[src/hdl/irigfe_pkg.sv]
// Shared types, codes and BCD helpers for the IRIG-B frame encoder.
package irigfe_pkg;

	localparam logic CMD_LOAD = 1'b0;
	localparam logic CMD_TICK = 1'b1;

	localparam int SYMBOL_W   = 3;
	localparam int POSITION_W = 7;
	localparam int DIGIT_W    = 4;
	localparam int SOD_W      = 17;

	localparam logic [SYMBOL_W-1:0] SYM_ZERO = 3'd0;
	localparam logic [SYMBOL_W-1:0] SYM_ONE  = 3'd1;
	localparam logic [SYMBOL_W-1:0] SYM_REF  = 3'd2;
	localparam logic [SYMBOL_W-1:0] SYM_POS  = 3'd3;
	localparam logic [SYMBOL_W-1:0] SYM_IDX  = 3'd4;

	localparam logic [POSITION_W-1:0] LAST_POSITION = 7'd99;
	localparam logic [DIGIT_W-1:0]    LAST_DIGIT    = 4'd9;

	localparam logic [5:0]       SEC_MAX = 6'd59;
	localparam logic [5:0]       MIN_MAX = 6'd59;
	localparam logic [4:0]       HR_MAX  = 5'd23;
	localparam logic [8:0]       DAY_MAX = 9'd366;
	localparam logic [6:0]       YR_MAX  = 7'd99;
	localparam logic [SOD_W-1:0] SOD_MAX = 17'd86399;

	typedef struct packed {
		logic [3:0]       sec_u;
		logic [2:0]       sec_t;
		logic [3:0]       min_u;
		logic [2:0]       min_t;
		logic [3:0]       hr_u;
		logic [1:0]       hr_t;
		logic [3:0]       day_u;
		logic [3:0]       day_t;
		logic [1:0]       day_h;
		logic [3:0]       yr_u;
		logic [3:0]       yr_t;
		logic [SOD_W-1:0] sod;
	} bcd_time_t;

	function automatic logic [7:0] bcd_two(input logic [6:0] v);
		logic [3:0] t;
		logic [6:0] r;
		t = '0;
		for (int i = 1; i < 10; i++) begin
			if (v >= 7'(i * 10)) t = 4'(i);
		end
		r = v - 7'(int'(t) * 10);
		return {t, r[3:0]};
	endfunction

	function automatic logic [9:0] bcd_three(input logic [8:0] v);
		logic [1:0] h;
		logic [8:0] r;
		if (v >= 9'd300)      h = 2'd3;
		else if (v >= 9'd200) h = 2'd2;
		else if (v >= 9'd100) h = 2'd1;
		else                  h = 2'd0;
		r = v - 9'(int'(h) * 100);
		return {h, bcd_two(r[6:0])};
	endfunction

endpackage

[src/hdl/irig_b_frame_encoder.sv]
// IRIG-B time code frame encoder top level.
//
// Input channel (in_valid/in_ready): command selects a load or a tick. A load
// saturates each time field to its range and stores it as the pending time;
// it produces no output. A tick emits the next of the 100 frame symbols.
// At frame position 0 the pending time becomes the active time and the whole
// frame is drawn from it; a load in mid-frame only changes the pending time.
// Output channel (out_valid/out_ready): symbol, bit_position and frame_last,
// which is high on position 99. After position 99 the next tick starts a new
// frame at position 0.
// An accepted item is first held in the input register and then decoded
// into the output register. One item per cycle is taken while the output
// is drained each cycle. When the receiver stalls, the output register
// holds and one more item waits in the input register; loads still pass
// the stalled output.
// Reset clears the pending and active time to zero, restarts the frame at
// position 0 and empties both registers.
module irig_b_frame_encoder import irigfe_pkg::*; (
	input  logic                  clk,
	input  logic                  arst_n,
	input  logic                  in_valid,
	output logic                  in_ready,
	input  logic                  command,
	input  logic [5:0]            seconds,
	input  logic [5:0]            minutes,
	input  logic [4:0]            hours,
	input  logic [8:0]            day_of_year,
	input  logic [6:0]            year_of_century,
	input  logic [SOD_W-1:0]      seconds_of_day,
	output logic                  out_valid,
	input  logic                  out_ready,
	output logic [SYMBOL_W-1:0]   symbol,
	output logic [POSITION_W-1:0] bit_position,
	output logic                  frame_last
);

	logic                  valid_s1;
	logic                  cmd_s1;
	logic [5:0]            sec_s1;
	logic [5:0]            min_s1;
	logic [4:0]            hr_s1;
	logic [8:0]            day_s1;
	logic [6:0]            yr_s1;
	logic [SOD_W-1:0]      sod_s1;

	bcd_time_t             pending_q;
	bcd_time_t             active_q;
	bcd_time_t             load_time;
	bcd_time_t             frame_time;
	logic [POSITION_W-1:0] pos_q;
	logic [DIGIT_W-1:0]    dec_q;
	logic [DIGIT_W-1:0]    unit_q;
	logic                  out_valid_q;
	logic [SYMBOL_W-1:0]   symbol_q;
	logic [POSITION_W-1:0] position_q;
	logic                  last_q;

	logic                  out_free;
	logic                  take_s1;
	logic                  do_load;
	logic                  do_tick;
	logic [SYMBOL_W-1:0]   next_symbol;
	logic [5:0]            sec_sat;
	logic [5:0]            min_sat;
	logic [4:0]            hr_sat;
	logic [8:0]            day_sat;
	logic [6:0]            yr_sat;
	logic [7:0]            sec_bcd;
	logic [7:0]            min_bcd;
	logic [7:0]            hr_bcd;
	logic [9:0]            day_bcd;
	logic [7:0]            yr_bcd;

	assign out_free = !out_valid_q || out_ready;
	assign take_s1  = valid_s1 && (cmd_s1 == CMD_LOAD || out_free);
	assign do_load  = take_s1 && cmd_s1 == CMD_LOAD;
	assign do_tick  = take_s1 && cmd_s1 == CMD_TICK;
	assign in_ready = !valid_s1 || take_s1;

	always_comb begin
		sec_sat = (sec_s1 > SEC_MAX) ? SEC_MAX : sec_s1;
		min_sat = (min_s1 > MIN_MAX) ? MIN_MAX : min_s1;
		hr_sat  = (hr_s1 > HR_MAX) ? HR_MAX : hr_s1;
		day_sat = (day_s1 > DAY_MAX) ? DAY_MAX : day_s1;
		yr_sat  = (yr_s1 > YR_MAX) ? YR_MAX : yr_s1;
		sec_bcd = bcd_two({1'b0, sec_sat});
		min_bcd = bcd_two({1'b0, min_sat});
		hr_bcd  = bcd_two({2'b0, hr_sat});
		day_bcd = bcd_three(day_sat);
		yr_bcd  = bcd_two(yr_sat);
		load_time.sec_u = sec_bcd[3:0];
		load_time.sec_t = sec_bcd[6:4];
		load_time.min_u = min_bcd[3:0];
		load_time.min_t = min_bcd[6:4];
		load_time.hr_u  = hr_bcd[3:0];
		load_time.hr_t  = hr_bcd[5:4];
		load_time.day_u = day_bcd[3:0];
		load_time.day_t = day_bcd[7:4];
		load_time.day_h = day_bcd[9:8];
		load_time.yr_u  = yr_bcd[3:0];
		load_time.yr_t  = yr_bcd[7:4];
		load_time.sod   = (sod_s1 > SOD_MAX) ? SOD_MAX : sod_s1;
	end

	assign frame_time = (pos_q == '0) ? pending_q : active_q;

	irigfe_symbol_gen u_symbol_gen (
		.decade (dec_q),
		.unit   (unit_q),
		.tm     (frame_time),
		.symbol (next_symbol)
	);

	always_ff @(posedge clk or negedge arst_n) begin
		if (!arst_n) begin
			valid_s1 <= 1'b0;
		end else if (in_ready) begin
			valid_s1 <= in_valid;
		end
	end

	always_ff @(posedge clk) begin
		if (in_ready && in_valid) begin
			cmd_s1 <= command;
			sec_s1 <= seconds;
			min_s1 <= minutes;
			hr_s1  <= hours;
			day_s1 <= day_of_year;
			yr_s1  <= year_of_century;
			sod_s1 <= seconds_of_day;
		end
	end

	always_ff @(posedge clk or negedge arst_n) begin
		if (!arst_n) begin
			pending_q   <= '0;
			active_q    <= '0;
			pos_q       <= '0;
			dec_q       <= '0;
			unit_q      <= '0;
			out_valid_q <= 1'b0;
		end else begin
			out_valid_q <= do_tick || (out_valid_q && !out_ready);
			if (do_load) begin
				pending_q <= load_time;
			end
			if (do_tick) begin
				active_q    <= frame_time;
				pos_q       <= (pos_q == LAST_POSITION) ? '0 : pos_q + 1'b1;
				if (unit_q == LAST_DIGIT) begin
					unit_q <= '0;
					dec_q  <= (dec_q == LAST_DIGIT) ? '0 : dec_q + 1'b1;
				end else begin
					unit_q <= unit_q + 1'b1;
				end
			end
		end
	end

	always_ff @(posedge clk) begin
		if (do_tick) begin
			symbol_q   <= next_symbol;
			position_q <= pos_q;
			last_q     <= pos_q == LAST_POSITION;
		end
	end

	assign out_valid    = out_valid_q;
	assign symbol       = symbol_q;
	assign bit_position = position_q;
	assign frame_last   = last_q;

endmodule

[src/hdl/irigfe_symbol_gen.sv]
// Frame layout decode: symbol for one decade and unit position of the frame.
module irigfe_symbol_gen import irigfe_pkg::*; (
	input  logic [DIGIT_W-1:0]  decade,
	input  logic [DIGIT_W-1:0]  unit,
	input  bcd_time_t           tm,
	output logic [SYMBOL_W-1:0] symbol
);

	logic [9:0] data;
	logic [9:0] idx_mask;

	always_comb begin
		data     = '0;
		idx_mask = '0;
		unique case (decade)
			4'd0: begin
				data     = {1'b0, tm.sec_t, 1'b0, tm.sec_u, 1'b0};
				idx_mask = 10'b0000100000;
			end
			4'd1: begin
				data     = {2'b0, tm.min_t, 1'b0, tm.min_u};
				idx_mask = 10'b0100010000;
			end
			4'd2: begin
				data     = {3'b0, tm.hr_t, 1'b0, tm.hr_u};
				idx_mask = 10'b0110010000;
			end
			4'd3: begin
				data     = {1'b0, tm.day_t, 1'b0, tm.day_u};
				idx_mask = 10'b0000010000;
			end
			4'd4: begin
				data     = {8'b0, tm.day_h};
				idx_mask = 10'b0111111100;
			end
			4'd5: begin
				data     = {1'b0, tm.yr_t, 1'b0, tm.yr_u};
				idx_mask = 10'b0000010000;
			end
			4'd8: begin
				data     = {1'b0, tm.sod[8:0]};
			end
			4'd9: begin
				data     = {2'b0, tm.sod[16:9]};
				idx_mask = 10'b0100000000;
			end
			default: begin
				data     = '0;
				idx_mask = '0;
			end
		endcase
	end

	always_comb begin
		if (unit == LAST_DIGIT) begin
			symbol = SYM_POS;
		end else if (decade == '0 && unit == '0) begin
			symbol = SYM_REF;
		end else if (idx_mask[unit]) begin
			symbol = SYM_IDX;
		end else if (data[unit]) begin
			symbol = SYM_ONE;
		end else begin
			symbol = SYM_ZERO;
		end
	end

endmodule

[config.mk]
export PLATFORM = sky130hd
export DESIGN_NAME = irig_b_frame_encoder
export DESIGN_NICKNAME = d
export VERILOG_FILES = /design/src/hdl/irigfe_pkg.sv /design/src/hdl/irig_b_frame_encoder.sv /design/src/hdl/irigfe_symbol_gen.sv
export SDC_FILE = /design/constraint.sdc
export NUM_CORES = 1
export LEC_CHECK = 0
export BUFFER_PORTS_ARGS = -buffer_cell sky130_fd_sc_hd__buf_2
export CORE_MARGIN = 5
export CORE_UTILIZATION = 30
export DETAILED_ROUTE_END_ITERATION = 10
export PLACE_DENSITY_LB_ADDON = 0.08
export SYNTH_ARGS = -nofsm -noshare
export SYNTH_HDL_FRONTEND = slang
export SYNTH_SLANG_ARGS = --single-unit
export TNS_END_PERCENT = 50
[constraint.sdc]
create_clock -name clk -period 6.4 [get_ports clk]
set_input_delay 1.28 -clock clk [delete_from_list [all_inputs] [get_ports clk]]
set_output_delay 1.28 -clock clk [all_outputs]
set_load 0.01 [all_outputs]
==> impl_metrics.ini, run 1 <==
[die]
dieHeight_um = 184
dieArea_mm2 = 0.0339
start_util_pct = 30.5
die_w_um = 184
ios = 68
fp.coreArea_mm2 = 0.0298
std_cell_rows = 63

[yosys]
synth_top_family_by_area = multiplexers
synthAdderAreaFrac_pct = 2.81
synthXorXnorAreaFrac_pct = 1.52
syn_inst = 784
synth_area_mm2 = 0.00908
synthArstFlopShare_pct = 67.2
synth_cell_types = 70
ys_seq_elements = 189
synth_top_flop_cell = dfrtp_1
synthSimpleGateAreaFrac_pct = 10.9
synth_edf_count = 62
syn_nets = 855
synth_top_cell_by_area = dfrtp_1
synth-compound-area-share_pct = 13.1
muxShareOfSynthArea_pct = 13.2
synth_top_area_share_pct = 35.0
synth_warnings = 0
ys_seq_area_share_pct = 55.5
ys_top_cells_by_area = dfrtp_1, edfxtp_1, mux2_2
syn_avg_cell_area_um2 = 11.6

[drt]
route.detailed.drc = 0
drtPass1Iterations = 5
drt-vias-per-instance = 4.92
vias = 6101
wire_per_inst_um = 16.7
drtIter0Drc = 354
drt-total-wl_um = 20800
drtAntennaViolNets = 0

[sta]
grt_setup_unrepaired = no
worst_slew_pin_slew_ps = 988
fin_crit_sh_pct = 81.0
setup_viol = 0
slew_headroom_pct = 34.1
drv_slew = 0
max_freq_mhz = 193
skew_ps = 12.6
fin_crit_ps = 5190
fin_tns_setup_ps = 0
hold_viol_final = 0

[hold_path]
min_from = sod_s1[5]
hold_class = flop to flop

[setup_path]
cp_max_fo = 10
worstSetupPathType = flop to flop
crit_required_ps = 6710
crit_start = day_s1[4]
rr_startpoint = day_s1[4]
worst_ep_arrival_time_ps = 5490
cp-start-kind = flop
worstSetupEndpointType = flop

[layout]
final_common_cell = dfrtp_1
fin_util_pct = 34.9
nFillCells = 2990
drive_above_1_share_pct = 21.6
multi_input_area_mm2 = 0.00378
layout_common_cells = dfrtp_1, nand2_1, buf_2
num-nets-final = 909
syn2layout_area_growth_pct = 14.6
seq_area_mm2 = 0.00504
diodes = 0

[outcome]
outcome = complete, no violations

[global_routing]
overflow = 0
grt_pass1_wl_um = 34200
grt_max_degree = 77
antenna_found_initial = 0
grt_pass1_vias = 6265
track_usage_pct = 12.7

[cts]
path_clk_slew_ps = 70
clk_latency_ps = 430
clkSinkCount = 189
cts_tree = done
clockBufferDepth = 2
cts-htree-levels = 4
holdBufCountCts = 0
ctsRootBufferMaster = clkbuf_16
postCtsSetupBuffers = 0
ctsResizeCount = 0
cts_buffers = 17

[power_and_ir_drop]
p_sw_share_pct = 32.6
clkPwrFrac_pct = 28.6
peakVddDrop_uv = 187
power_density_mw_per_mm2 = 386
p_int_mw = 2.71
netSwitchingPower_mw = 1.31
pwr-share-comb_pct = 27.2
pwr-share-seq_pct = 44.3
p_leak_nw = 4.23

[placement]
port_buffers = 67
gp_congestion = 0.791
dp_hpwl_um = 14700

[flow_run]
cap_violations = 0
==> logic make-up after synthesis <==
| group | count (synthesis) |
|---|---|
| buffers and inverters | 58 |
| multiplexers | 111 |
| AO/OA/AOI/OAI | 184 |
| adder cells (fa/ha/maj) | 17 |
| AND/OR/NAND/NOR | 211 |
| flip-flops | 189 |
| XOR/XNOR | 14 |
==> Yosys cell counts, types with 4 or more instances <==
cell type and count:
nor3_1 11, buf_2 7, fa_1 6, a22oi_1 4, clkbuf_1 23, nor4_1 4, a31oi_1 5, o22ai_1 28
ha_1 10, o22a_1 10, xnor2_1 9, inv_1 17, o21ai_0 64, mux2_2 58, buf_4 5, mux2i_1 52
nor2_1 38, a22o_1 7, nand3_1 12, nand2b_1 10, nand3b_1 5, buf_6 4, o31ai_1 6, o21a_1 5
nand2_1 93, dfrtp_1 127, edfxtp_1 62, nor2b_1 15, a21oi_1 23, and2_1 6
==> layout make-up <==
type	count	area share [%]
clock buffers	18	4.22
clock inverters	14	1.91
inverters	18	0.649
multi-input cells	537	36.3
flip-flops and latches	189	48.4
well taps	390	4.69
repair buffers	75	3.82
==> per-layer routing <==
metal / up-vias / track usage (%) / wire length, µm / part of all wire [%]
met5: - / 0 / 0 / 0
met4: 0 / 3.22 / 246 / 1.2
met1: 3018 / 17.0 / 9720 / 47
li1: 2978 / - / - / -
met3: 12 / 2.51 / 707 / 3.4
met2: 93 / 21.2 / 10100 / 49
==> power by group through the flow <==
stage | clock [mW] | combinational [mW] | sequential [mW]
2_1_floorplan | 0 | 0.882 | 1.71
3_3_place_gp | 0 | 1.10 | 1.80
3_5_place_dp | 0 | 1.12 | 1.81
4_1_cts | 1.19 | 1.12 | 1.78
5_1_grt | 1.23 | 1.23 | 1.83
6_report | 1.15 | 1.09 | 1.78
==> final timing paths <==
check / endpoint / slack (ps) / cells past startpoint
setup / recovery: pending_q[34] / 1210 / 19
hold / removal: pending_q[5] / 470 / 1
setup reg to reg: pending_q[34] / 1210 / 19
hold reg to reg: pending_q[5] / 470 / 1
max in group asynchronous: active_q[27] / 4640 / 2
min in group asynchronous: pending_q[12] / 990 / 2
==> stage by stage <==
step | instances | setup slack, ps | hold WS (ps) | power, mW | area (µm²)
floorplan | 784 | 1820 | 436 | 2.59 | 9080
global placement | 1209 | 1480 | 450 | 2.89 | 9770
detailed placement | 1209 | 1260 | 457 | 2.93 | 9770
CTS | 1241 | 1230 | 474 | 4.09 | 10400
global route | 1241 | 831 | 500 | 4.29 | 10400
finish | 1241 | 1210 | 470 | 4.02 | 10400
==> sequential cells by signal (all words and copies together), names as in the netlist, 5 cells and up <==
name	count
min_s1	6
active_q	55
yr_s1	7
bit_position	7
pending_q	55
pos_q	7
sod_s1	17
day_s1	9
hr_s1	5
sec_s1	6
==> worst max-delay path, stage by stage (launching register included) <==
cell	delay, ps
edfxtp_1	530
or3_1	350
a31oi_1	430
a22oi_1	200
inv_1	90
ha_1	150
inv_1	60
fa_1	470
o21ai_0	210
a32oi_1	90
o22a_2	280
xor2_2	250
o31ai_1	120
a211o_1	320
and2_2	190
ha_1	190
fa_1	390
nor3_1	280
a2111oi_1	90
or3b_1	370
Note: power is estimated with default switching activity, not from simulation.
==> run 2: changes to the inputs <==
Clock period 6.4 ns to 4.6 ns, I/O delays scaled along.
==> run 2 against run 1 <==
Net effect:
- global-route usage is essentially flat
- total power increased by 41%
- sequential share of layout area fell by 0.73 points
- core utilization grew 0.53 points
- clock-buffer cell count is the same
- maximum frequency rose by 18%
- combinational power grew 45%
- clock skew down 0.50 ps
- critical endpoint unchanged
==> impl_metrics.ini, run 2 (synthesis results as in run 1) <==
[layout]
layout_common_cells = dfrtp_1, nand2_1, buf_2
reg_top3 = active_q (55), pending_q (55), sod_s1 (17)
diodes = 0
syn2layout_area_growth_pct = 16.4
num-nets-final = 924
fin_util_pct = 35.5
final_common_cell = dfrtp_1
drive_above_1_share_pct = 23.6
nFillCells = 2995

[setup_path]
worstSetupPathType = flop to flop
crit_required_ps = 4900
cp-start-kind = flop
cpLargestDelayFamily = compound AO/OA/AOI/OAI gates
crit_buf_inv = 3
max_stage_delay_ps = 540
worstSetupEndpointType = flop
worst_ep_arrival_time_ps = 4700
cp_max_fo = 11
slowest_stage = fa_1
path_cells = buf_4, a21o_1, a211o_1, a22oi_2, inv_1, ha_1, inv_1, fa_1, or2_2, a21oi_1, a311oi_1, and2_2, ha_1, fa_2, o21a_1, o2111ai_1, or3b_1

[cts]
cts-htree-levels = 4
path_clk_slew_ps = 70
clkSinkCount = 189
holdBufCountCts = 0
ctsRootBufferMaster = clkbuf_16
clk_latency_ps = 430
cts_buffers = 17
cts_tree = done
clockBufferDepth = 2

[placement]
port_buffers = 67
gp_congestion = 0.779
dp_hpwl_um = 15000

[drt]
drt-total-wl_um = 20900
drtIter0Drc = 277
vias = 6172
drt-vias-per-instance = 4.91
drtPass1Iterations = 4
wire_per_inst_um = 16.7
route.detailed.drc = 0
drtAntennaViolNets = 0

[die]
die_w_um = 184
std_cell_rows = 63
ios = 68
start_util_pct = 30.5
fp.coreArea_mm2 = 0.0298
dieHeight_um = 184
dieArea_mm2 = 0.0339

[power_and_ir_drop]
power_density_mw_per_mm2 = 536
peakVddDrop_uv = 225
p_leak_nw = 4.32

[sta]
drv_slew = 0
fin_crit_sh_pct = 95.7
slew_headroom_pct = 47.3
worst_slew_pin_slew_ps = 787
max_freq_mhz = 227
hold-worst-slack_ps = 468
setup_viol = 0
fin_tns_setup_ps = 0
fin_crit_ps = 4400
hold_viol_final = 0
skew_ps = 12.1

[global_routing]
grt_max_degree = 78
grt_pass1_vias = 6505
antenna_found_initial = 0
grt_pass1_wl_um = 34300
overflow = 0
track_usage_pct = 12.7

[hold_path]
hold_class = flop to flop

[outcome]
outcome = complete, no violations

[flow_run]
cap_violations = 0
[run 2: cell types whose count changed in the layout (fill, tap and decap cells not counted), sizes merged]
cell | before | now
buf | 75 | 90
bufinv | 3 | 4
clkinv | 3 | 1
clkinvlp | 2 | 3
[run 2: final timing paths]
check                                from  cells past startpoint  slack (ps)             to
worst max register to register  day_s1[3]                     17         200  pending_q[34]
min in group asynchronous          arst_n                      1         540  pending_q[12]
worst min register to register  sod_s1[4]                      1         470   pending_q[4]
worst min-delay path            sod_s1[4]                      1         470   pending_q[4]
max in group asynchronous          arst_n                      2        3190  pending_q[31]
worst max-delay path            day_s1[3]                     17         200  pending_q[34]
[run 2: cell type report]
| type | instances | area [µm²] | share of cell area [%] |
|---|---|---|---|
| clock buffer | 18 | 439 | 4.16 |
| timing repair buffer | 90 | 523 | 4.95 |
| sequential | 189 | 5040 | 47.7 |
| tap | 390 | 488 | 4.62 |
| inverter | 18 | 67.6 | 0.639 |
| multi-input combinational | 537 | 3810 | 36.0 |
| clock inverter | 14 | 201 | 1.91 |
[run 2: worst register-to-register path: cells and delay by family, from the launching register on]
family	cells	cell delay, ps
and+or+nand+nor	3	970
adders and majority gates	4	1280
DFF	1	440
buffers and inverters	3	310
AOI/OAI and AO/OA	7	1280
[run 2: power breakdown]
part	leakage (nW)	switching, mW	internal, mW
clock	0.304	0.667	0.936
sequential	2.17	0.323	2.16
combinational	1.84	0.824	0.755
[run 2: routing by layer]
layer	routed length, µm	track usage [%]	part of all wire, %
met1	9850	17.1	47
met2	10100	20.8	49
met3	644	2.63	3.1
met4	273	3.46	1.3
met5	0	0	0
[run 2: through the flow]
step / cell area, µm² / std cells / worst slack (ps) / power, mW
after floorplan: 9080 / 784 / 15.7 / 3.60
after global placement: 9870 / 1220 / 178 / 4.07
after detailed placement: 9870 / 1220 / 59.3 / 4.11
after CTS: 10500 / 1252 / 37.1 / 5.75
after global routing: 10600 / 1256 / -50.7 / 6.04
final: 10600 / 1256 / 199 / 5.67
[run 2: what timing repair did]
| action | 4_1_cts | 5_1_grt |
|---|---|---|
| endpoints found under the setup margin | 0 | 1 |
| setup buffers | 0 | 4 |
| gates resized for setup | 0 | 7 |
==> run 3: changes to the inputs <==
Clock period 4.6 ns to 4.3 ns, I/O delays scaled along.
==> run 3 against run 2 <==
Net effect:
- non-clock buffer count grew 5
- clock power is essentially flat
- maximum frequency grew 2.8%
- core utilization grew 0.16 points
- total power grew 5.6%
- global-route usage grew 0.46 points
- sequential cell count is the same
- critical path type unchanged
==> impl_metrics.ini, run 3 (synthesis results as in run 1) <==
[placement]
port_buffers = 67
gp_congestion = 0.813
dp_cells = 1224
dp_hpwl_um = 15600

[drt]
drt-vias-per-instance = 4.90
wire_per_inst_um = 17.2
drt-total-wl_um = 21700
route.detailed.drc = 0
vias = 6185
drtPass1Iterations = 5
drtIter0Drc = 322
drtAntennaViolNets = 0

[global_routing]
track_usage_pct = 13.2
grt_pass1_wl_um = 35100
grt_max_degree = 65
grt_pass1_vias = 6409
overflow = 0
antenna_found_initial = 0

[setup_path]
worst_ep_arrival_time_ps = 4600
worstSetupPathType = flop to flop
crit_required_ps = 4620
worstSetupEndpointType = flop
cp-start-kind = flop
cp_max_fo = 4

[layout]
diodes = 0
multi_input_area_mm2 = 0.00385
fin_util_pct = 35.6
layout_common_cells = dfrtp_1, nand2_1, buf_2
final_common_cell = dfrtp_1
num-nets-final = 929
reg_top3 = active_q (55), pending_q (55), sod_s1 (17)
final_cells = 1261
seq_area_mm2 = 0.00504
syn2layout_area_growth_pct = 16.9
drive_above_1_share_pct = 24.8
nFillCells = 3005

[hold_path]
hold_class = flop to flop

[power_and_ir_drop]
p_leak_nw = 4.34
p_int_mw = 3.98
netSwitchingPower_mw = 2.00
p_sw_share_pct = 33.5
pwr-share-seq_pct = 44.4
power_density_mw_per_mm2 = 564
pwr-share-comb_pct = 29.0
clkPwrFrac_pct = 26.6
peakVddDrop_uv = 280

[cts]
holdBufCountCts = 0
cts-htree-levels = 4
clockBufferDepth = 2
path_clk_slew_ps = 70
cts_tree = done
cts_buffers = 17
clk_latency_ps = 440
clkSinkCount = 189
ctsRootBufferMaster = clkbuf_16

[die]
std_cell_rows = 63
ios = 68
dieArea_mm2 = 0.0339
dieHeight_um = 184
die_w_um = 184
fp.coreArea_mm2 = 0.0298
start_util_pct = 30.5

[sta]
fin_crit_sh_pct = 99.6
max_freq_mhz = 234
fin_crit_ps = 4280
drv_slew = 0
slew_headroom_pct = 39.8
fin_tns_setup_ps = 0
setup_viol = 0
skew_ps = 12.5
worst_slew_pin_slew_ps = 902
grt_setup_unrepaired = yes
hold_viol_final = 0

[flow_run]
cap_violations = 0

[outcome]
outcome = complete, no violations
-- run 3: worst paths after layout --
check	from	end	slack [ps]	cells after the start
max	day_s1[3]	pending_q[34]	20	19
min	sod_s1[5]	pending_q[5]	470	1
max reg2reg	day_s1[3]	pending_q[34]	20	19
min reg2reg	sod_s1[5]	pending_q[5]	470	1
max in group asynchronous	arst_n	pending_q[19]	2940	2
min in group asynchronous	arst_n	pos_q[4]	530	1
-- run 3: metrics by stage --
| step | hold WS (ps) | cell area (µm²) | power, mW | worst slack, ps |
|---|---|---|---|---|
| after floorplan | 436 | 9120 | 3.86 | 8.03 |
| after global placement | 448 | 9940 | 4.37 | 49.2 |
| after detailed placement | 455 | 9940 | 4.42 | -122 |
| after CTS | 472 | 10600 | 6.05 | 23.7 |
| after global routing | 500 | 10600 | 6.38 | -151 |
| final | 467 | 10600 | 5.98 | 19.0 |
-- run 3: repair_timing --
item	CTS	global route
gates resized for setup	2	9
pin swaps	3	9
setup endpoints to repair	1	1
buffers inserted	1	4
-- run 3: area by class of cell --
class / count / area share (%)
flip-flops and latches: 189 / 47.5
multi-input cells: 537 / 36.3
repair buffers: 95 / 5.43
well taps: 390 / 4.60
clock buffers: 20 / 4.51
clock inverters: 12 / 1.10
inverters: 18 / 0.636
-- run 3: critical path: stages, from the launching register on --
cell       delay (ps)
edfxtp_1          430
or3_4             420
a31oi_4           200
a22oi_2            80
inv_1              80
ha_2              180
inv_2              40
fa_2              350
o21ai_2           140
a32oi_1            60
o22a_2            280
xor2_2            150
o31ai_1            90
a211o_1           330
and2_4            170
ha_4              150
fa_2              370
o21a_1            130
o2111ai_1         160
or3b_1            360
-- run 3: power by group through the flow --
stage / Sequential (mW) / Combinational, mW / Clock [mW]
after global routing: 2.73 / 1.92 / 1.73
after CTS: 2.66 / 1.74 / 1.65
after detailed placement: 2.70 / 1.73 / 0
final: 2.66 / 1.74 / 1.59
after floorplan: 2.54 / 1.32 / 0
after global placement: 2.68 / 1.69 / 0
-- run 3: metal layers --
| metal | GRT usage (%) | routed length, µm | part of all wire [%] |
|---|---|---|---|
| met5 | 0 | 0 | 0 |
| met4 | 4.58 | 442 | 2.0 |
| met3 | 2.73 | 729 | 3.4 |
| met2 | 20.5 | 10100 | 47 |
| met1 | 18.3 | 10400 | 48 |
